--- src/rtl/core/ole_pkg.sv ---
// Shared constants, codes and controller/datapath command types for the
// ordered list engine. No dependencies.
package ole_pkg;

   // list geometry
   localparam int DEPTH = 16;
   localparam int IDX_W = (DEPTH > 1) ? $clog2(DEPTH) : 1;
   localparam int CNT_W = $clog2(DEPTH + 1);

   // beat field widths
   localparam int CMD_W    = 3;
   localparam int VALUE_W  = 32;
   localparam int POS_W    = 4;
   localparam int STATUS_W = 2;
   localparam int COUNT_W  = 5;

   // width for comparing a request position against the length
   localparam int CMP_W = (CNT_W > POS_W) ? CNT_W : POS_W;

   // command codes
   localparam logic [CMD_W-1:0] CMD_PUSH_BACK  = 3'd0;
   localparam logic [CMD_W-1:0] CMD_PUSH_FRONT = 3'd1;
   localparam logic [CMD_W-1:0] CMD_POP_BACK   = 3'd2;
   localparam logic [CMD_W-1:0] CMD_POP_FRONT  = 3'd3;
   localparam logic [CMD_W-1:0] CMD_REMOVE_AT  = 3'd4;
   localparam logic [CMD_W-1:0] CMD_REMOVE_VAL = 3'd5;

   // status codes
   localparam logic [STATUS_W-1:0] STAT_OK   = 2'd0;
   localparam logic [STATUS_W-1:0] STAT_MISS = 2'd1;
   localparam logic [STATUS_W-1:0] STAT_FULL = 2'd2;

   typedef enum logic [2:0] {
      PTR_HOLD, PTR_ZERO, PTR_POS, PTR_LAST, PTR_INC, PTR_DEC
   } ptr_sel_type;

   typedef enum logic [1:0] {
      RD_PTR, RD_NEXT, RD_SKIP, RD_PREV
   } rd_sel_type;

   typedef enum logic [1:0] {
      WA_PTR, WA_NEXT, WA_LEN, WA_ZERO
   } wa_sel_type;

   typedef enum logic {
      WD_VALUE, WD_RDATA
   } wd_sel_type;

   typedef struct packed {
      logic                load;
      ptr_sel_type         ptr_sel;
      rd_sel_type          rd_sel;
      logic                wr_en;
      wa_sel_type          wa_sel;
      wd_sel_type          wd_sel;
      logic                take;
      logic                len_inc;
      logic                len_dec;
      logic                set_status;
      logic [STATUS_W-1:0] status;
      logic                rsp_load;
   } dp_cmd_type;

   typedef struct packed {
      logic [CMD_W-1:0] cmd;
      logic             empty;
      logic             full;
      logic             pos_ok;
      logic             match;
      logic             ptr_zero;
      logic             ptr_last;
      logic             ptr_penult;
   } dp_stat_type;

endpackage

--- src/rtl/core/ole_if.sv ---
// Valid/ready channel interfaces for command and result beats.
// Depends on ole_pkg for field widths.
interface ole_req_if;
   logic                                valid;
   logic                                ready;
   logic [ole_pkg::CMD_W-1:0]           cmd;
   logic signed [ole_pkg::VALUE_W-1:0]  value;
   logic [ole_pkg::POS_W-1:0]           position;

   modport source (output valid, cmd, value, position, input ready);
   modport sink   (input valid, cmd, value, position, output ready);
endinterface

interface ole_rsp_if;
   logic                                valid;
   logic                                ready;
   logic [ole_pkg::STATUS_W-1:0]        status;
   logic signed [ole_pkg::VALUE_W-1:0]  removed_value;
   logic [ole_pkg::COUNT_W-1:0]         entry_count;

   modport source (output valid, status, removed_value, entry_count, input ready);
   modport sink   (input valid, status, removed_value, entry_count, output ready);
endinterface

--- src/rtl/core/ole_datapath.sv ---
// Datapath: entry memory, length, walk pointer and result register.
// Depends on ole_pkg; driven by ole_ctrl through dp_cmd_type.
module ole_datapath (
   input  logic                                clock,
   input  logic                                reset,
   input  logic [ole_pkg::CMD_W-1:0]           req_cmd,
   input  logic signed [ole_pkg::VALUE_W-1:0]  req_value,
   input  logic [ole_pkg::POS_W-1:0]           req_position,
   input  ole_pkg::dp_cmd_type                 dp_cmd,
   output ole_pkg::dp_stat_type                dp_stat,
   output logic [ole_pkg::STATUS_W-1:0]        rsp_status,
   output logic signed [ole_pkg::VALUE_W-1:0]  rsp_removed_value,
   output logic [ole_pkg::COUNT_W-1:0]         rsp_entry_count
);
   import ole_pkg::*;

   logic [VALUE_W-1:0]  mem [DEPTH];

   logic [CNT_W-1:0]    len_ff, len_in;
   logic [IDX_W-1:0]    ptr_ff, ptr_in;
   logic [CMD_W-1:0]    cmd_ff;
   logic [VALUE_W-1:0]  value_ff;
   logic [POS_W-1:0]    pos_ff;
   logic [VALUE_W-1:0]  rdata_ff;
   logic [VALUE_W-1:0]  removed_ff;
   logic [STATUS_W-1:0] status_ff;
   logic [STATUS_W-1:0] rsp_status_ff;
   logic [VALUE_W-1:0]  rsp_removed_ff;
   logic [COUNT_W-1:0]  rsp_count_ff;

   logic [CNT_W-1:0]    len_m1;
   logic [CNT_W:0]      ra_wide, wa_wide;
   logic [IDX_W-1:0]    rd_addr, wr_addr;
   logic [VALUE_W-1:0]  wr_data;

   assign len_m1 = len_ff - CNT_W'(1);

   // status back to the controller
   assign dp_stat.cmd        = cmd_ff;
   assign dp_stat.empty      = (len_ff == '0);
   assign dp_stat.full       = (len_ff == CNT_W'(DEPTH));
   assign dp_stat.pos_ok     = (CMP_W'(pos_ff) < CMP_W'(len_ff));
   assign dp_stat.match      = (rdata_ff == value_ff);
   assign dp_stat.ptr_zero   = (ptr_ff == '0);
   assign dp_stat.ptr_last   = (CNT_W'(ptr_ff) == len_m1);
   assign dp_stat.ptr_penult = ((CNT_W + 1)'(ptr_ff) + (CNT_W + 1)'(2) ==
                                (CNT_W + 1)'(len_ff));

   always_comb begin
      case (dp_cmd.rd_sel)
         RD_PTR:  ra_wide = (CNT_W + 1)'(ptr_ff);
         RD_NEXT: ra_wide = (CNT_W + 1)'(ptr_ff) + (CNT_W + 1)'(1);
         RD_SKIP: ra_wide = (CNT_W + 1)'(ptr_ff) + (CNT_W + 1)'(2);
         RD_PREV: ra_wide = (CNT_W + 1)'(ptr_ff) - (CNT_W + 1)'(1);
         default: ra_wide = '0;
      endcase
      // reads past the end feed nothing; keep the index in range
      rd_addr = (ra_wide < (CNT_W + 1)'(DEPTH)) ? IDX_W'(ra_wide) : '0;
   end

   always_comb begin
      case (dp_cmd.wa_sel)
         WA_PTR:  wa_wide = (CNT_W + 1)'(ptr_ff);
         WA_NEXT: wa_wide = (CNT_W + 1)'(ptr_ff) + (CNT_W + 1)'(1);
         WA_LEN:  wa_wide = (CNT_W + 1)'(len_ff);
         WA_ZERO: wa_wide = '0;
         default: wa_wide = '0;
      endcase
      wr_addr = IDX_W'(wa_wide);
      wr_data = (dp_cmd.wd_sel == WD_VALUE) ? value_ff : rdata_ff;
   end

   always_comb begin
      case (dp_cmd.ptr_sel)
         PTR_HOLD: ptr_in = ptr_ff;
         PTR_ZERO: ptr_in = '0;
         PTR_POS:  ptr_in = IDX_W'(CMP_W'(pos_ff));
         PTR_LAST: ptr_in = IDX_W'(len_m1);
         PTR_INC:  ptr_in = ptr_ff + IDX_W'(1);
         PTR_DEC:  ptr_in = ptr_ff - IDX_W'(1);
         default:  ptr_in = ptr_ff;
      endcase
      len_in = len_ff;
      if (dp_cmd.len_inc) begin
         len_in = len_ff + CNT_W'(1);
      end else if (dp_cmd.len_dec) begin
         len_in = len_m1;
      end
   end

   // entry memory: one write and one registered read per cycle
   always_ff @(posedge clock) begin
      if (dp_cmd.wr_en) begin
         mem[wr_addr] <= wr_data;
      end
      rdata_ff <= mem[rd_addr];
   end

   always_ff @(posedge clock) begin
      if (reset) begin
         len_ff <= '0;
      end else begin
         len_ff <= len_in;
      end
   end

   always_ff @(posedge clock) begin
      ptr_ff <= ptr_in;
      if (dp_cmd.load) begin
         cmd_ff     <= req_cmd;
         value_ff   <= req_value;
         pos_ff     <= req_position;
         removed_ff <= '0;
         status_ff  <= STAT_OK;
      end else begin
         if (dp_cmd.take) begin
            removed_ff <= rdata_ff;
         end
         if (dp_cmd.set_status) begin
            status_ff <= dp_cmd.status;
         end
      end
      if (dp_cmd.rsp_load) begin
         rsp_status_ff  <= status_ff;
         rsp_removed_ff <= removed_ff;
         rsp_count_ff   <= COUNT_W'(len_ff);
      end
   end

   assign rsp_status        = rsp_status_ff;
   assign rsp_removed_value = rsp_removed_ff;
   assign rsp_entry_count   = rsp_count_ff;

   a_len_bound: assert property (@(posedge clock) disable iff (reset)
      len_ff <= CNT_W'(DEPTH))
      else $error("list length above depth");

   a_len_step: assert property (@(posedge clock) disable iff (reset)
      dp_cmd.len_inc |=> len_ff == $past(len_ff) + CNT_W'(1))
      else $error("length did not grow by one");

   a_wr_range: assert property (@(posedge clock) disable iff (reset)
      dp_cmd.wr_en |-> wa_wide < (CNT_W + 1)'(DEPTH))
      else $error("write beyond entry memory");

endmodule

--- src/rtl/core/ole_ctrl.sv ---
// Controller: command sequencing over the entry memory and result handshake.
// Depends on ole_pkg; drives ole_datapath via dp_cmd_type.
module ole_ctrl (
   input  logic                 clock,
   input  logic                 reset,
   input  logic                 req_valid,
   output logic                 req_ready,
   output logic                 rsp_valid,
   input  logic                 rsp_ready,
   output ole_pkg::dp_cmd_type  dp_cmd,
   input  ole_pkg::dp_stat_type dp_stat
);
   import ole_pkg::*;

   typedef enum logic [3:0] {
      S_IDLE, S_DISPATCH, S_UP_FILL, S_UP_MOVE, S_UP_HEAD,
      S_FILL, S_TAKE, S_DN_MOVE, S_DONE
   } state_type;

   state_type state_ff, state_in;
   logic      rsp_valid_ff, rsp_valid_in;
   logic      accept;
   logic      hit;

   assign req_ready = (state_ff == S_IDLE);
   assign accept    = req_valid && req_ready;
   assign rsp_valid = rsp_valid_ff;
   assign hit       = (dp_stat.cmd != CMD_REMOVE_VAL) || dp_stat.match;

   always_comb begin
      dp_cmd            = '0;
      dp_cmd.ptr_sel    = PTR_HOLD;
      dp_cmd.rd_sel     = RD_PTR;
      dp_cmd.wa_sel     = WA_PTR;
      dp_cmd.wd_sel     = WD_RDATA;
      dp_cmd.status     = STAT_OK;
      state_in          = state_ff;

      case (state_ff)
         S_IDLE: begin
            if (accept) begin
               dp_cmd.load = 1'b1;
               state_in    = S_DISPATCH;
            end
         end

         S_DISPATCH: begin
            state_in = S_DONE;
            case (dp_stat.cmd)
               CMD_PUSH_BACK: begin
                  if (dp_stat.full) begin
                     dp_cmd.set_status = 1'b1;
                     dp_cmd.status     = STAT_FULL;
                  end else begin
                     dp_cmd.wr_en   = 1'b1;
                     dp_cmd.wa_sel  = WA_LEN;
                     dp_cmd.wd_sel  = WD_VALUE;
                     dp_cmd.len_inc = 1'b1;
                  end
               end
               CMD_PUSH_FRONT: begin
                  if (dp_stat.full) begin
                     dp_cmd.set_status = 1'b1;
                     dp_cmd.status     = STAT_FULL;
                  end else if (dp_stat.empty) begin
                     dp_cmd.wr_en   = 1'b1;
                     dp_cmd.wa_sel  = WA_ZERO;
                     dp_cmd.wd_sel  = WD_VALUE;
                     dp_cmd.len_inc = 1'b1;
                  end else begin
                     dp_cmd.ptr_sel = PTR_LAST;
                     state_in       = S_UP_FILL;
                  end
               end
               CMD_POP_BACK, CMD_POP_FRONT, CMD_REMOVE_VAL: begin
                  if (dp_stat.empty) begin
                     dp_cmd.set_status = 1'b1;
                     dp_cmd.status     = STAT_MISS;
                  end else begin
                     dp_cmd.ptr_sel = (dp_stat.cmd == CMD_POP_BACK) ? PTR_LAST : PTR_ZERO;
                     state_in       = S_FILL;
                  end
               end
               CMD_REMOVE_AT: begin
                  if (!dp_stat.pos_ok) begin
                     dp_cmd.set_status = 1'b1;
                     dp_cmd.status     = STAT_MISS;
                  end else begin
                     dp_cmd.ptr_sel = PTR_POS;
                     state_in       = S_FILL;
                  end
               end
               default: begin
                  // unused codes: no change, plain ok result
               end
            endcase
         end

         // shift up toward the back, last entry first
         S_UP_FILL: begin
            dp_cmd.rd_sel = RD_PTR;
            state_in      = S_UP_MOVE;
         end

         S_UP_MOVE: begin
            dp_cmd.wr_en  = 1'b1;
            dp_cmd.wa_sel = WA_NEXT;
            dp_cmd.wd_sel = WD_RDATA;
            dp_cmd.rd_sel = RD_PREV;
            if (dp_stat.ptr_zero) begin
               state_in = S_UP_HEAD;
            end else begin
               dp_cmd.ptr_sel = PTR_DEC;
            end
         end

         S_UP_HEAD: begin
            dp_cmd.wr_en   = 1'b1;
            dp_cmd.wa_sel  = WA_ZERO;
            dp_cmd.wd_sel  = WD_VALUE;
            dp_cmd.len_inc = 1'b1;
            state_in       = S_DONE;
         end

         S_FILL: begin
            dp_cmd.rd_sel = RD_PTR;
            state_in      = S_TAKE;
         end

         // read data is the entry at ptr; remove-by-value keeps scanning
         S_TAKE: begin
            if (hit) begin
               dp_cmd.take = 1'b1;
               if (dp_stat.ptr_last) begin
                  dp_cmd.len_dec = 1'b1;
                  state_in       = S_DONE;
               end else begin
                  dp_cmd.rd_sel = RD_NEXT;
                  state_in      = S_DN_MOVE;
               end
            end else if (dp_stat.ptr_last) begin
               dp_cmd.set_status = 1'b1;
               dp_cmd.status     = STAT_MISS;
               state_in          = S_DONE;
            end else begin
               dp_cmd.ptr_sel = PTR_INC;
               dp_cmd.rd_sel  = RD_NEXT;
            end
         end

         // close the gap: entry ptr+1 moves to ptr
         S_DN_MOVE: begin
            dp_cmd.wr_en   = 1'b1;
            dp_cmd.wa_sel  = WA_PTR;
            dp_cmd.wd_sel  = WD_RDATA;
            dp_cmd.rd_sel  = RD_SKIP;
            dp_cmd.ptr_sel = PTR_INC;
            if (dp_stat.ptr_penult) begin
               dp_cmd.len_dec = 1'b1;
               state_in       = S_DONE;
            end
         end

         S_DONE: begin
            if (!rsp_valid_ff || rsp_ready) begin
               dp_cmd.rsp_load = 1'b1;
               state_in        = S_IDLE;
            end
         end

         default: begin
            state_in = S_IDLE;
         end
      endcase

      rsp_valid_in = rsp_valid_ff;
      if (dp_cmd.rsp_load) begin
         rsp_valid_in = 1'b1;
      end else if (rsp_ready) begin
         rsp_valid_in = 1'b0;
      end
   end

   always_ff @(posedge clock) begin
      if (reset) begin
         state_ff     <= S_IDLE;
         rsp_valid_ff <= 1'b0;
      end else begin
         state_ff     <= state_in;
         rsp_valid_ff <= rsp_valid_in;
      end
   end

   a_accept_dispatch: assert property (@(posedge clock) disable iff (reset)
      accept |=> state_ff == S_DISPATCH)
      else $error("accepted beat not dispatched");

   a_head_after_shift: assert property (@(posedge clock) disable iff (reset)
      state_ff == S_UP_HEAD |-> $past(state_ff) == S_UP_MOVE)
      else $error("front insert without shift");

   a_done_waits: assert property (@(posedge clock) disable iff (reset)
      state_ff == S_DONE && rsp_valid_ff && !rsp_ready |=> state_ff == S_DONE)
      else $error("result overwritten while waiting");

   a_one_len_change: assert property (@(posedge clock) disable iff (reset)
      !(dp_cmd.len_inc && dp_cmd.len_dec))
      else $error("length grown and shrunk at once");

endmodule

--- src/rtl/core/ordered_list_engine_top.sv ---
// Top level of the ordered list engine: controller plus datapath.
// Depends on ole_pkg, ole_if, ole_ctrl and ole_datapath.
//
//   channel   dir   beat contents
//   req_bus   in    cmd, value, position
//   rsp_bus   out   status, removed_value, entry_count
//
// One command at a time. Push back, push front onto an empty list, unused codes
// and commands refused at dispatch go from the dispatch state to the done state;
// other front inserts and removals walk the entry memory one entry per cycle.
// Reset clears length, state and result valid; entries hold garbage until written.
// A result waits in its output register; the next command is accepted as soon
// as the previous result has been moved into that register.
module ordered_list_engine_top (
   input logic     clock,
   input logic     reset,
   ole_req_if.sink   req_bus,
   ole_rsp_if.source rsp_bus
);
   import ole_pkg::*;

   dp_cmd_type  dp_cmd;
   dp_stat_type dp_stat;

   ole_ctrl u_ctrl (
      .clock     (clock),
      .reset     (reset),
      .req_valid (req_bus.valid),
      .req_ready (req_bus.ready),
      .rsp_valid (rsp_bus.valid),
      .rsp_ready (rsp_bus.ready),
      .dp_cmd    (dp_cmd),
      .dp_stat   (dp_stat)
   );

   ole_datapath u_datapath (
      .clock             (clock),
      .reset             (reset),
      .req_cmd           (req_bus.cmd),
      .req_value         (req_bus.value),
      .req_position      (req_bus.position),
      .dp_cmd            (dp_cmd),
      .dp_stat           (dp_stat),
      .rsp_status        (rsp_bus.status),
      .rsp_removed_value (rsp_bus.removed_value),
      .rsp_entry_count   (rsp_bus.entry_count)
   );

endmodule

--- src/flat_wrapper.sv ---
// flat-port wrapper written by rule: the top's interface ports become plain ports
module ordered_list_engine_top_flat import ole_pkg::*;
  (clock, reset, req_bus_valid, req_bus_cmd, req_bus_value, req_bus_position, req_bus_ready, rsp_bus_valid, rsp_bus_status, rsp_bus_removed_value, rsp_bus_entry_count, rsp_bus_ready);
  ole_req_if req_bus_i ();
  ole_rsp_if rsp_bus_i ();
  input logic clock;
  input logic reset;
  input wire logic [$bits(req_bus_i.valid)-1:0] req_bus_valid;
  input wire logic [$bits(req_bus_i.cmd)-1:0] req_bus_cmd;
  input wire logic [$bits(req_bus_i.value)-1:0] req_bus_value;
  input wire logic [$bits(req_bus_i.position)-1:0] req_bus_position;
  output wire logic [$bits(req_bus_i.ready)-1:0] req_bus_ready;
  output wire logic [$bits(rsp_bus_i.valid)-1:0] rsp_bus_valid;
  output wire logic [$bits(rsp_bus_i.status)-1:0] rsp_bus_status;
  output wire logic [$bits(rsp_bus_i.removed_value)-1:0] rsp_bus_removed_value;
  output wire logic [$bits(rsp_bus_i.entry_count)-1:0] rsp_bus_entry_count;
  input wire logic [$bits(rsp_bus_i.ready)-1:0] rsp_bus_ready;
  assign req_bus_i.valid = req_bus_valid;
  assign req_bus_i.cmd = req_bus_cmd;
  assign req_bus_i.value = req_bus_value;
  assign req_bus_i.position = req_bus_position;
  assign req_bus_ready = req_bus_i.ready;
  assign rsp_bus_valid = rsp_bus_i.valid;
  assign rsp_bus_status = rsp_bus_i.status;
  assign rsp_bus_removed_value = rsp_bus_i.removed_value;
  assign rsp_bus_entry_count = rsp_bus_i.entry_count;
  assign rsp_bus_i.ready = rsp_bus_ready;
  ordered_list_engine_top u_core (.clock(clock), .reset(reset), .req_bus(req_bus_i), .rsp_bus(rsp_bus_i));
endmodule
--- config.mk ---
export PLATFORM = sky130hd
export DESIGN_NAME = ordered_list_engine_top_flat
export DESIGN_NICKNAME = d
export VERILOG_FILES = /design/src/rtl/core/ole_pkg.sv /design/src/rtl/core/ole_if.sv /design/src/rtl/core/ole_datapath.sv /design/src/rtl/core/ole_ctrl.sv /design/src/rtl/core/ordered_list_engine_top.sv /design/src/flat_wrapper.sv
export SDC_FILE = /design/constraint.sdc
export NUM_CORES = 1
export LEC_CHECK = 0
export BUFFER_PORTS_ARGS = -buffer_cell sky130_fd_sc_hd__buf_2
export CAP_MARGIN = 20
export CORE_UTILIZATION = 40
export CTS_CLUSTER_DIAMETER = 80
export DETAILED_ROUTE_END_ITERATION = 8
export PLACE_DENSITY = 0.57
export SLEW_MARGIN = 10
export SYNTH_ARGS = -nofsm -noshare
export SYNTH_HDL_FRONTEND = slang
export SYNTH_SLANG_ARGS = --single-unit
--- constraint.sdc ---
create_clock -name clock -period 7.52 [get_ports clock]
set_clock_uncertainty 0.05 [all_clocks]
set_input_delay 1.504 -clock clock [delete_from_list [all_inputs] [get_ports clock]]
set_output_delay 1.504 -clock clock [all_outputs]
set_load 0.005 [all_outputs]
== Word-level counts from Yosys, hierarchy flattened ==
Memory sizes are Yosys's and may differ from the RTL's. A register that Yosys moved wholly into a read port is not among the register bits.
Cells that the tools add are included.

* Add/sub/neg operators: 7
* $mul: 0
* Div/mod/pow operators: 0
* $lt $le $gt $ge: 2
* Equal/unequal tests: 34
* Shift operators: 0
* Multiplexer cells: 64
* Bitwise gates (word level): 0
* Reductions and logical operators: 16

{| class="wikitable"
|+ Operators by type and width
! kind !! count
|-
| 2-to-1 mux 4 bit || 15
|-
| case mux 4 bit (9 select lines) || 1
|-
| equality test 32 bit || 1
|-
| 2-to-1 mux 32 bit || 1
|-
| case mux 4 bit (4 select lines) || 2
|-
| case mux 6 bit (4 select lines) || 1
|-
| 2-to-1 mux 3 bit || 7
|-
| case mux 4 bit (5 select lines) || 1
|-
| 2-to-1 mux 1 bit || 17
|-
| equality test 4 x 3 -> 1 bit, second input constant || 4
|-
| 2-to-1 mux 5 bit || 3
|-
| equality test 3 x 2 -> 1 bit, second input constant || 4
|-
| equality test 3 bit, second input constant || 4
|-
| 2-to-1 mux 2 bit || 6
|-
| case mux 2 bit (3 select lines) || 2
|-
| case mux 3 bit (4 select lines) || 1
|-
| case mux 4 bit (3 select lines) || 1
|-
| case mux 3 bit (3 select lines) || 1
|-
| equality test 2 bit, second input constant || 4
|-
| equality test 4 x 2 -> 1 bit, second input constant || 2
|-
| logical NOT 4 bit || 2
|-
| case mux 4 bit (2 select lines) || 1
|-
| equality test 3 x 1 -> 1 bit, second input constant || 2
|-
| < comparator 6 x 5 -> 1 bit, second input constant || 1
|-
| other kinds (31) || 39
|}

* Register bits after elaboration: 126
* Bits in latches: 0
* Bits in writable memories: 512
* ROM bits: 0
* Input bits: 43
* Output and inout port bits: 41
* Word-level logic and storage cells: 136
* Memories kept: 1

{| class="wikitable"
|+ Memories
! memory !! words !! bits a word !! rd ports !! clocked after memory_dff !! wr ports !! RTL line !! RTL
|-
| u_core.u_datapath.mem || 16 || 32 || 1 || 1 || 1 || ole_datapath.sv:17 || <nowiki>logic [VALUE_W-1:0] mem [DEPTH];</nowiki>
|}

== Logic depth before layout (Yosys ltp) ==
Gate-level depths: netlist of run 1.

* Depth after elaboration: 9
* Mapped depth: 16
* Depth with buffers taken out: 11

== Modules after synthesis ==
From an unflattened synthesis of run 1, not the netlist that was laid out.

* Cells, all modules: 1,800
* Area total of the unflattened synthesis: 27,361.2 µm²

{| class="wikitable"
|+ By module, submodules not included
! module !! instances !! cells an instance !! area each (µm²) !! seq. area each (µm²)
|-
| ole_datapath || 1 || 1,689 || 26,541.7 || 19,258.5
|-
| ole_ctrl || 1 || 111 || 819.5 || 100.1
|}

== Worst setup path before layout of run 1 ==
Ideal clock, no wire load.

* Kind: reg2reg
* Start: reg u_core.u_datapath.len_ff[0]
* End: mem u_core.u_datapath.mem[0][0], enable pin
* Arrival time: 3.687 ns
* Required time: 7.049 ns
* Setup slack: 3.362 ns
* Stages on the path, launching flop included: 12
* Clock period less this slack: 4.158 ns
* Cells stage by stage: dfxtp_1 -> buf_2 -> inv_1 -> ha_1 -> or3b_1 -> nand2_1 -> a32oi_1 -> or3_1 -> clkbuf_1 -> a22o_1 -> or2_1 -> nor2_1

* Cells in the longest elaborated chain, start to end: 7
* Elaborated cells on any way between the ends: 14
* Those cells by class: eq/ne (4); mux (8); reduce/logical (2)

{| class="wikitable"
|+ Ends and longest elaborated chain
! item !! RTL line !! RTL
|-
| start: declaration || ole_datapath.sv:19 || <nowiki>logic [CNT_W-1:0] len_ff, len_in;</nowiki>
|-
| start signal: assignment || ole_datapath.sv:103 || <nowiki>len_ff <= len_in;</nowiki>
|-
| logical NOT 5 bit || ole_datapath.sv:40 || <nowiki>assign dp_stat.empty = (len_ff == '0);</nowiki>
|-
| 2-to-1 mux 4 bit || ole_ctrl.sv:65 || <nowiki>end else if (dp_stat.empty) begin</nowiki>
|-
| 2-to-1 mux 4 bit || ole_ctrl.sv:62 || <nowiki>if (dp_stat.full) begin</nowiki>
|-
| case mux 4 bit (2 select lines) || ole_ctrl.sv:49 || <nowiki>case (dp_stat.cmd)</nowiki>
|-
| case mux 4 bit (4 select lines) || ole_ctrl.sv:39 || <nowiki>case (state_ff)</nowiki>
|-
| equality test 2 bit (tied with other cells) || ole_datapath.sv:62 || <nowiki>case (dp_cmd.wa_sel)</nowiki>
|-
| case mux 4 bit (4 select lines) or 2-to-1 mux 1 bit (tied branches) || ole_datapath.sv:62, ole_datapath.sv:94 ||
|-
| end: declaration || ole_datapath.sv:17 ||
|}

Several ways; a longest one is shown, not always the timed one.

== Final worst setup path of run 1 ==
* Start: reg u_core.u_datapath.len_ff[0]
* End: reg u_core.u_datapath.rdata_ff[12] (read register of u_core.u_datapath.mem)

* Cells in the longest elaborated chain, start to end: 9
* Elaborated cells on any way between the ends: 13
* Those cells by class: add/sub (1); order compare (1); eq/ne (4); mux (6); reduce/logical (1)

{| class="wikitable"
|+ Ends and longest elaborated chain
! item !! RTL line !! RTL
|-
| subtractor 5 x 1 -> 5 bit * || ole_datapath.sv:36 || <nowiki>assign len_m1 = len_ff - CNT_W'(1);</nowiki>
|-
| equality test 4 x 5 -> 1 bit * || ole_datapath.sv:45 || <nowiki>assign dp_stat.ptr_last = (CNT_W'(ptr_ff) == len_m1);</nowiki>
|-
| 2-to-1 mux 5 bit or 2-to-1 mux 1 bit (tied branches) || ole_ctrl.sv:141, ole_ctrl.sv:134 ||
|-
| 2-to-1 mux 2 bit * || ole_ctrl.sv:132 || <nowiki>if (hit) begin</nowiki>
|-
| case mux 2 bit (3 select lines) * || ole_ctrl.sv:39 ||
|-
| equality test 2 bit (tied with other cells) || ole_datapath.sv:50 || <nowiki>case (dp_cmd.rd_sel)</nowiki>
|-
| case mux 6 bit (4 select lines) * || ole_datapath.sv:50 ||
|-
| < comparator 6 x 5 -> 1 bit || ole_datapath.sv:58 || <nowiki>rd_addr = (ra_wide < (CNT_W + 1)'(DEPTH)) ? IDX_W'(ra_wide) : '0;</nowiki>
|-
| 2-to-1 mux 4 bit * || ole_datapath.sv:58 ||
|-
| end: declaration || ole_datapath.sv:24 || <nowiki>logic [VALUE_W-1:0] rdata_ff;</nowiki>
|}

Mark *: on every way between the ends. The rest lies on a longest branch, timed or not.
A chain may end at the register's enable or synchronous reset.

==> flow_metrics.py, run 1 <==
metrics = {
    "run_status": {
        "outcome": "complete, no violations",
    },
    "detailed_routing": {
        "wl_met2_mm": 32.7,
        "avgViaCountPerCell": 5.50,
        "postRouteWirelength_mm": 69.4,
        "ant_nets": 0,
        "drc": 0,
        "drt_first_pass_iters": 7,
        "drtIter0Drc": 1567,
        "maxUsedRoutingLayer": "met4",
        "routedWlPerCell_microns": 24.1,
        "wl_met1_mm": 31.0,
        "num_vias": 15800,
        "dr_wl_met3_mm": 4.31,
    },
    "worst_setup_path": {
        "rr_endpoint": "u_core.u_datapath.rdata_ff[12]",
        "reg2reg_depth": 12,
        "cp_num_buf_inv": 2,
        "r2r_slack_ps": 2660,
        "crit_chain": "inv_1 -> ha_1 -> o21ba_1 -> a221oi_2 -> o211ai_1 -> o211a_2 -> nor4_2 -> or2_4 -> buf_4 -> a31oi_1 -> a32oi_1 -> o221ai_1",
        "critPathSlowestCell": "or2_4",
        "cp_max_fo": 70,
        "critPathTopFamily": "compound AO/OA/AOI/OAI gates",
        "path_class": "reg -> reg",
        "worstSetupStartpointType": "register",
        "worstPathArrival_ps": 5250,
        "timing.rr.start": "u_core.u_datapath.len_ff[0]",
        "cp-end-kind": "register",
        "max_stage_delay_ps": 750,
        "crit_required_ps": 7900,
    },
    "clock_network": {
        "ctsHoldBuffers": 0,
        "clock_sinks": 670,
        "clock_latency_ps": 600,
        "clkTransAtPathRegs_ps": 60,
        "post_cts_resized": 0,
        "cts_root_buf": "clkbuf_16",
        "ctsHtreeMaxLevel": 3,
        "numCtsBuffers": 73,
        "tritoncts": "built",
        "post-cts-setup-buffers": 0,
        "cts_max_path_buffers": 3,
    },
    "placed_design": {
        "port-buffer-count": 83,
        "dp_hpwl_mm": 40.6,
        "gp_congestion": 0.830,
        "dp.cells": 2749,
        "place_ws_ps": 2730,
    },
    "yosys": {
        "synthCells": 1872,
        "synth.distinct_cells": 71,
        "syn_avg_cell_area_sq_um": 14.6,
        "ys_warn_count": 0,
        "ys_top_cells_by_count": "edfxtp_1, nand2_1, mux2i_1",
        "synthArstFlopShare_pct": 0,
        "ys_ff_latch": 670,
        "yosysTopAreaCell": "edfxtp_1",
        "ys_seq_area_share_pct": 70.9,
        "synth-edff-count": 594,
        "syn_nets": 1930,
        "yosysMostFrequentCell": "edfxtp_1",
        "synth_area_sq_mm": 0.0273,
        "yosysTopAreaCellShare_pct": 65.3,
        "synth_ff_type": "edfxtp_1",
        "yosys-top-cells-area": "edfxtp_1, mux2i_1, dfxtp_1",
    },
    "global_route": {
        "antenna_found_initial": 1,
        "grt_pass1_vias": 16000,
        "grt_overflow_total": 0,
        "grt_use_total_pct": 20.1,
        "grt_max_degree": 96,
        "grt_pass1_wl_mm": 104,
    },
    "floorplan": {
        "chipWidth_microns": 263,
        "dieArea_sq_mm": 0.0693,
        "initial_utilization_pct": 40.5,
        "ioPinCount": 84,
        "die_h_microns": 263,
        "coreArea_sq_mm": 0.0674,
        "fp-row-count": 95,
    },
    "timing": {
        "rsz0062_at_grt": "false",
        "tightest_slew_ps": 1140,
        "setup_viol": 0,
        "tns_ps": 0,
        "finalHoldViolCount": 0,
        "fin_crit_sh_pct": 64.7,
        "drv_slew": 0,
        "max_clock_freq_mhz": 206,
        "setup_slack_ps": 2660,
        "slew_headroom_pct": 24.1,
        "min_period_ps": 4860,
    },
    "finish": {
        "post-route-util_pct": 46.4,
        "drive_gt1_share_pct": 13.9,
        "n_fill_cell": 5814,
        "area_growth_pct": 14.4,
        "n_antenna_cell": 0,
        "nNetsFinal": 2009,
        "instances_no_fill": 2882,
    },
    "pwr": {
        "power_mw": 8.74,
        "peakVddDrop_mv": 0.117,
        "internal_power_mw": 6.71,
        "p_comb_share_pct": 7.9,
        "switching_share_pct": 23.2,
        "p_per_area_mw_per_mm2": 280,
        "p_leak_nw": 11.3,
        "p_switching_mw": 2.03,
        "p_seq_share_pct": 49.8,
        "p_clk_share_pct": 42.3,
    },
    "worst_hold_path": {
        "hp-start": "u_core.u_datapath.removed_ff[24]",
        "holdPathEnd": "u_core.u_datapath.rsp_removed_value[24]",
        "holdPathStages": 0,
        "hold_class": "reg -> reg",
    },
    "flow_run": {
        "maxCapViolations": 0,
    },
}
[worst reg2reg max path: cells and delay by family, from the launching register on]
kind	cells	cell delay, ps
AND/OR/NAND/NOR	2	1140
flip-flops	1	620
buffers and inverters	2	880
AO/OA/AOI/OAI	7	1680
adder cells (fa/ha/maj)	1	320
[power groups by stage]
| stage | Clock (mW) | Combinational, mW | Sequential (mW) |
|---|---|---|---|
| 2_1_floorplan | 0 | 0.459 | 4.38 |
| 3_3_place_gp | 0 | 0.675 | 4.44 |
| 3_5_place_dp | 0 | 0.693 | 4.44 |
| 4_1_cts | 3.77 | 0.695 | 4.36 |
| 5_1_grt | 3.91 | 0.754 | 4.36 |
| 6_report | 3.70 | 0.691 | 4.36 |
[cells by family (layout without fill, tap and decap cells)]
family,count (synthesis),after routing,synth area share (%)
simple gates,507,507,8.15
mux,290,290,10.8
compound gates,212,212,5.54
fa+ha+maj,15,15,0.715
flops,670,670,70.9
buf+inv,125,262,2.24
xor+xnor,53,53,1.70
[metal layers]
| metal | vias up | global-route usage (%) |
|---|---|---|
| met3 | 96 | 3.08 |
| met4 | 0 | 6.05 |
| met1 | 7977 | 28.0 |
| li1 | 7266 | - |
| met5 | - | 0 |
| met2 | 501 | 32.5 |
[sequential cells by signal (all words and copies together), names as in the netlist]
name / count
u_core.u_datapath.pos_ff: 4
u_core.u_datapath.value_ff: 32
u_core.u_datapath.rdata_ff: 32
u_core.u_datapath.status_ff: 2
u_core.u_datapath.rsp_entry_count: 5
u_core.u_datapath.cmd_ff: 3
u_core.u_datapath.mem: 512
u_core.u_ctrl.rsp_valid: 1
u_core.u_ctrl.state_ff: 4
u_core.u_datapath.rsp_removed_value: 32
u_core.u_datapath.len_ff: 5
u_core.u_datapath.ptr_ff: 4
u_core.u_datapath.rsp_status: 2
u_core.u_datapath.removed_ff: 32
[worst max path at each step]
stage                                      startpoint                        endpoint  slack, ps  cells past startpoint
after CTS                 u_core.u_datapath.len_ff[0]  u_core.u_datapath.rdata_ff[12]       2700                     12
final                     u_core.u_datapath.len_ff[0]  u_core.u_datapath.rdata_ff[12]       2660                     12
after global placement    u_core.u_datapath.len_ff[0]   u_core.u_datapath.rdata_ff[6]       2910                     12
after detailed placement  u_core.u_datapath.len_ff[0]  u_core.u_datapath.rdata_ff[12]       2730                     12
after global routing      u_core.u_datapath.len_ff[0]  u_core.u_datapath.rdata_ff[12]       2310                     12
after floorplan           u_core.u_datapath.len_ff[0]     u_core.u_datapath.mem[0][0]       3360                     11
[metrics by stage]
stage,hold slack (ps),area [sq um]
after floorplan,358,27300
after global placement,369,28700
after detailed placement,369,28700
after CTS,380,31200
after global routing,398,31200
final,375,31200
[area by class of cell]
| type | instances | area, sq um | area share (%) |
|---|---|---|---|
| Inverter | 13 | 48.8 | 0.156 |
| Sequential cell | 670 | 19400 | 62.0 |
| Clock buffer | 109 | 2220 | 7.10 |
| Tap cell | 873 | 1090 | 3.50 |
| Clock inverter | 24 | 298 | 0.953 |
| Timing Repair Buffer | 116 | 708 | 2.27 |
| Multi-Input combinational cell | 1077 | 7520 | 24.1 |
[cells in the final DEF, fill, tap and decap left out, types with 3 or more instances in the layout]
cell type  count
edfxtp_1     594
nand2_1      265
mux2i_1      257
nor2_1        89
buf_2         83
clkbuf_16     78
dfxtp_1       76
a21oi_1       57
xnor2_1       45
nand4_1       42
nand3_1       42
a31oi_1       36
a32oi_1       34
o221ai_1      33
buf_4         30
mux2_1        20
nor2_4        17
clkbuf_1      16
clkbuf_8      15
ha_1          14
mux2_2        13
inv_1         12
o21ai_0       10
nor2b_1        8
xor2_1         8
nand2b_1       6
o22ai_1        6
bufinv_16      6
clkinv_2       6
nor3_1         5
nor4_1         5
clkinv_1       5
or2_2          3
a21o_1         3
and2_1         3
a22o_1         3
inv_6          3
(Power assumes the default switching activity.)
==> run 2, diff against run 1 <==
--- a/config.mk
+++ b/config.mk
@@ -10,7 +10,7 @@
 export CORE_UTILIZATION = 40
 export CTS_CLUSTER_DIAMETER = 80
 export DETAILED_ROUTE_END_ITERATION = 8
-export PLACE_DENSITY = 0.57
+export PLACE_DENSITY = 0.59
 export SLEW_MARGIN = 10
 export SYNTH_ARGS = -nofsm -noshare
 export SYNTH_HDL_FRONTEND = slang
==> constraint.sdc (replaced) <==
create_clock -name clock -period 4.1 [get_ports clock]
set_clock_uncertainty 0.05 [all_clocks]
set_input_delay 0.82 -clock clock [delete_from_list [all_inputs] [get_ports clock]]
set_output_delay 0.82 -clock clock [all_outputs]
set_load 0.005 [all_outputs]
==> run 2 against run 1 <==
Wire length decreased by 1.2%. Final area increased by 1.8%. Total power is 81% higher. Global-route usage down 0.36 points. Sequential share of layout area down 1.1 points. Maximum frequency is 29% higher. First-iteration DRC count is 10% lower. Register-to-register slack worse by 2300 ps. Sequential cell count unchanged. Sequential power grew 83%. Critical path depth shrank 1.
==> flow_metrics.py, run 2 (synthesis results as in run 1) <==
metrics = {
    "run_status": {
        "outcome": "complete, no violations",
    },
    "clock_network": {
        "post-cts-setup-buffers": 0,
        "post_cts_resized": 0,
        "ctsHtreeMaxLevel": 3,
        "numCtsBuffers": 71,
        "ctsHoldBuffers": 0,
        "clock_latency_ps": 620,
        "clkTransAtPathRegs_ps": 60,
        "cts_max_path_buffers": 3,
        "cts_root_buf": "clkbuf_16",
        "clock_sinks": 670,
        "tritoncts": "built",
    },
    "floorplan": {
        "chipWidth_microns": 263,
        "coreArea_sq_mm": 0.0674,
        "fp-row-count": 95,
        "initial_utilization_pct": 40.5,
        "ioPinCount": 84,
        "dieArea_sq_mm": 0.0693,
        "die_h_microns": 263,
    },
    "finish": {
        "instances_no_fill": 2929,
        "most-common-layout-cells": "edfxtp_1, nand2_1, mux2i_1, nor2_1, buf_2",
        "post-route-cell-area_sq_mm": 0.0318,
        "final_common_cell": "edfxtp_1",
        "area_growth_pct": 16.5,
        "largest_register": "u_core.u_datapath.mem",
        "drive_gt1_share_pct": 15.7,
        "largest_register_ffs": 512,
        "nNetsFinal": 2054,
    },
    "global_route": {
        "grt_max_degree": 74,
        "grt_pass1_wl_mm": 101,
        "antenna_found_initial": 3,
        "grt_use_total_pct": 19.7,
        "grt_overflow_total": 0,
        "grt_pass1_vias": 15800,
    },
    "detailed_routing": {
        "num_vias": 15900,
        "drc": 0,
        "postRouteWirelength_mm": 68.6,
        "avgViaCountPerCell": 5.43,
        "drtIter0Drc": 1403,
        "drt_first_pass_iters": 5,
        "ant_nets": 0,
        "routedWlPerCell_microns": 23.4,
    },
    "timing": {
        "tns_ps": 0,
        "max_clock_freq_mhz": 265,
        "min_period_ps": 3780,
        "tightest_slew_ps": 1050,
        "rsz0062_at_grt": "false",
        "drv_slew": 0,
        "setup_slack_ps": 324,
        "setup_viol": 0,
        "finalHoldViolCount": 0,
        "slew_headroom_pct": 29.7,
        "fin_crit_sh_pct": 92.1,
    },
    "pwr": {
        "switching_share_pct": 23.7,
        "power_mw": 15.9,
        "p_seq_share_pct": 50.3,
        "p_leak_nw": 11.6,
        "p_clk_share_pct": 41.3,
        "internal_power_mw": 12.1,
        "peakVddDrop_mv": 0.280,
        "p_switching_mw": 3.76,
        "p_per_area_mw_per_mm2": 499,
        "p_comb_share_pct": 8.5,
    },
    "placed_design": {
        "gp_congestion": 0.880,
        "place_ws_ps": 431,
        "port-buffer-count": 83,
        "dp.cells": 2795,
        "dp_hpwl_mm": 42.4,
        "place_area_sq_mm": 0.0294,
    },
    "flow_run": {
        "maxCapViolations": 0,
    },
    "worst_setup_path": {
        "cp-end-kind": "register",
        "cp_max_fo": 11,
        "worstSetupStartpointType": "register",
        "crit_required_ps": 4520,
        "worstPathArrival_ps": 4190,
        "path_class": "reg -> reg",
    },
    "worst_hold_path": {
        "hold_class": "in -> reg",
    },
}
run 2: critical path: stages, from the launching register on:
cell and delay, ps:
dfxtp_1 340, inv_1 90, ha_1 280, xnor2_1 220, a221oi_2 90, o211ai_1 490, nand3_1 170, xnor2_1 220
a21oi_4 490, nand2_1 450, buf_4 360, o221ai_1 360
run 2: final cells by class:
class | instances | area (sq um)
Antenna cell | 1 | 2.50
Clock buffer | 100 | 2000
Clock inverter | 32 | 408
Fill cell | 5795 | 35600
Inverter | 13 | 48.8
Multi-Input combinational cell | 1077 | 7510
Sequential cell | 670 | 19400
Tap cell | 873 | 1090
Timing Repair Buffer | 163 | 1390
run 2: path summary, 6_finish.rpt:
kind | from | endpoint | slack, ps | cells past startpoint
worst min-delay path | req_bus_value[30] | u_core.u_datapath.value_ff[30] | 320 | 1
worst max-delay path | u_core.u_datapath.len_ff[1] | u_core.u_datapath.rdata_ff[10] | 320 | 11
worst min register to register | u_core.u_datapath.status_ff[0] | u_core.u_datapath.rsp_status[0] | 380 | 0
worst max register to register | u_core.u_datapath.len_ff[1] | u_core.u_datapath.rdata_ff[10] | 320 | 11
run 2: power by group through the flow:
stage | registers, mW | logic [mW] | clock network [mW]
2_1_floorplan | 8.03 | 0.843 | 0
3_3_place_gp | 8.12 | 1.33 | 0
3_5_place_dp | 8.12 | 1.35 | 0
4_1_cts | 7.97 | 1.36 | 6.68
5_1_grt | 7.99 | 1.46 | 6.92
6_report | 7.98 | 1.35 | 6.55
run 2: through the flow:
stage          hold slack [ps]  utilization [%]
2_1_floorplan              358                -
3_3_place_gp               367             43.6
3_5_place_dp               368             43.6
6_report                   318             47.2
5_1_grt                    300             47.2
4_1_cts                    288             47.2
run 2: per-layer routing:
metal | vias to the layer above | routed length, microns | global-route usage (%)
met1 | 7977 | 30800 | 27.1
met3 | 113 | 3690 | 3.31
met2 | 448 | 31900 | 31.2
li1 | 7360 | - | -
met5 | - | 26 | 0
met4 | 4 | 2200 | 8.12
==> run 3, diff against run 2 <==
--- a/config.mk
+++ b/config.mk
@@ -10,7 +10,8 @@
 export CORE_UTILIZATION = 40
 export CTS_CLUSTER_DIAMETER = 80
 export DETAILED_ROUTE_END_ITERATION = 8
-export PLACE_DENSITY = 0.59
+export PLACE_DENSITY = 0.57
+export REMOVE_ABC_BUFFERS = 1
 export SLEW_MARGIN = 10
 export SYNTH_ARGS = -nofsm -noshare
 export SYNTH_HDL_FRONTEND = slang
==> constraint.sdc (replaced) <==
create_clock -name clock -period 3.8 [get_ports clock]
set_clock_uncertainty 0.05 [all_clocks]
set_input_delay 0.76 -clock clock [delete_from_list [all_inputs] [get_ports clock]]
set_output_delay 0.76 -clock clock [all_outputs]
set_load 0.005 [all_outputs]
==> run 3 against run 2 <==
Non-clock buffer count up 12. Cell count up 0.48%. Combinational power increased by 10%. Sequential cell count is the same. Via count up 1.1%. Setup slack got worse by 62 ps. Wire length is essentially flat. First-iteration DRC count down 0.43%. Die area did not move. Critical path type unchanged. Critical endpoint is now u_core.u_datapath.rdata_ff[3]. Highest routed layer is now met4.
==> flow_metrics.py, run 3 (synthesis results as in run 1) <==
metrics = {
    "timing": {
        "max_clock_freq_mhz": 283,
        "min_period_ps": 3540,
        "finalHoldViolCount": 0,
        "holdWs_ps": 255,
        "tns_ps": 0,
        "tightest_slew_ps": 1030,
        "fin_crit_sh_pct": 93.1,
        "slew_headroom_pct": 30.4,
        "setup_slack_ps": 262,
        "setup_viol": 0,
        "drv_slew": 0,
        "rsz0062_at_grt": "false",
    },
    "floorplan": {
        "initial_utilization_pct": 40.5,
        "dieArea_sq_mm": 0.0693,
        "coreArea_sq_mm": 0.0674,
        "die_h_microns": 263,
        "ioPinCount": 84,
        "fp-row-count": 95,
        "chipWidth_microns": 263,
    },
    "finish": {
        "instances_no_fill": 2943,
        "post-route-util_pct": 47.6,
        "area_growth_pct": 17.5,
        "post-route-cell-area_sq_mm": 0.0321,
        "most-common-layout-cells": "edfxtp_1, nand2_1, mux2i_1, nor2_1, buf_2",
        "nNetsFinal": 2069,
        "n_antenna_cell": 0,
        "n_fill_cell": 5736,
        "largest_register_ffs": 512,
        "largest_register": "u_core.u_datapath.mem",
        "drive_gt1_share_pct": 16.0,
        "final_common_cell": "edfxtp_1",
    },
    "worst_setup_path": {
        "max_stage_delay_ps": 360,
        "cp_max_fo": 31,
        "worstSetupStartpointType": "register",
        "critPathSlowestCell": "a211oi_4",
        "cp_common_cell": "buf_12",
        "path_class": "reg -> reg",
        "crit_chain": "inv_1 -> ha_1 -> o21ba_1 -> a221oi_2 -> o211a_4 -> a31oi_1 -> a211oi_4 -> buf_12 -> buf_12 -> mux2i_1 -> nand2_1 -> a32oi_1 -> o221ai_1",
        "crit_required_ps": 4220,
        "cp-end-kind": "register",
        "worstPathArrival_ps": 3950,
        "timing.rr.start": "u_core.u_datapath.len_ff[1]",
        "cp-startpoint": "u_core.u_datapath.len_ff[1]",
    },
    "clock_network": {
        "clock_latency_ps": 630,
        "post-cts-setup-buffers": 0,
        "clkTransAtPathRegs_ps": 60,
        "ctsHtreeMaxLevel": 3,
        "tritoncts": "built",
        "cts_max_path_buffers": 3,
        "cts_root_buf": "clkbuf_16",
        "numCtsBuffers": 74,
        "ctsHoldBuffers": 0,
        "clock_sinks": 670,
        "post_cts_resized": 0,
    },
    "detailed_routing": {
        "avgViaCountPerCell": 5.46,
        "drt_first_pass_iters": 5,
        "drtIter0Drc": 1397,
        "num_vias": 16100,
        "ant_nets": 0,
        "drc": 0,
        "postRouteWirelength_mm": 68.6,
        "routedWlPerCell_microns": 23.3,
    },
    "pwr": {
        "p_leak_nw": 11.7,
        "power_mw": 17.2,
        "p_per_area_mw_per_mm2": 534,
        "peakVddDrop_mv": 0.379,
    },
    "global_route": {
        "grt_max_degree": 71,
        "grt_pass1_wl_mm": 101,
        "antenna_found_initial": 1,
        "grt_pass1_vias": 15800,
        "grt_overflow_total": 0,
        "grt_use_total_pct": 19.7,
    },
    "placed_design": {
        "dp.cells": 2808,
        "port-buffer-count": 83,
        "place_area_sq_mm": 0.0297,
        "gp_congestion": 0.797,
        "place_ws_ps": 315,
        "dp_hpwl_mm": 41.3,
    },
    "run_status": {
        "outcome": "complete, no violations",
    },
    "flow_run": {
        "maxCapViolations": 0,
    },
    "worst_hold_path": {
        "hp-start": "req_bus_value[23]",
        "hold_class": "in -> reg",
    },
}
## run 3: cell count changes in the layout (fill, tap and decap cells not counted), moves of 2 or more
cell / change
buf_12: +14
clkinv_1: +4
clkbuf_16: +3
clkinv_2: -3
clkbuf_1: +2
clkinvlp_4: +2
inv_6: -2
## run 3: routing by layer
metal	GRT usage, %	part of all wire [%]	vias to the layer above
met1	27.7	45	8019
met3	3.31	5.7	123
met4	6.48	2.7	0
met2	31.1	46	543
li1	-	-	7388
met5	0	0	-
## run 3: area by class of cell
| cell class | instances | area (sq um) | share of cell area, % |
|---|---|---|---|
| Tap cell | 873 | 1090 | 3.40 |
| Sequential cell | 670 | 19400 | 60.3 |
| Clock inverter | 31 | 364 | 1.13 |
| Clock buffer | 104 | 2070 | 6.44 |
| Multi-Input combinational cell | 1077 | 7510 | 23.4 |
| Timing Repair Buffer | 175 | 1660 | 5.16 |
| Inverter | 13 | 48.8 | 0.152 |
## run 3: path summary, 6_finish.rpt
check,slack (ps),endpoint,cells past startpoint
setup / recovery,260,u_core.u_datapath.rdata_ff[3],13
hold / removal,250,u_core.u_datapath.value_ff[23],1
setup reg to reg,260,u_core.u_datapath.rdata_ff[3],13
hold reg to reg,370,u_core.u_datapath.rsp_removed_value[16],0
## run 3: power by group
part           switching [mW]  internal (mW)
sequential              0.117           8.44
clock                    2.87           4.23
combinational            1.04          0.452
total                    4.03           13.1
## run 3: critical path, delay by kind of cell, from the launching register on
family / cells / cell delay (ps)
compound gates: 7 / 1650
fa+ha+maj: 1 / 280
buf+inv: 3 / 620
flops: 1 / 330
mux: 1 / 320
simple gates: 1 / 120
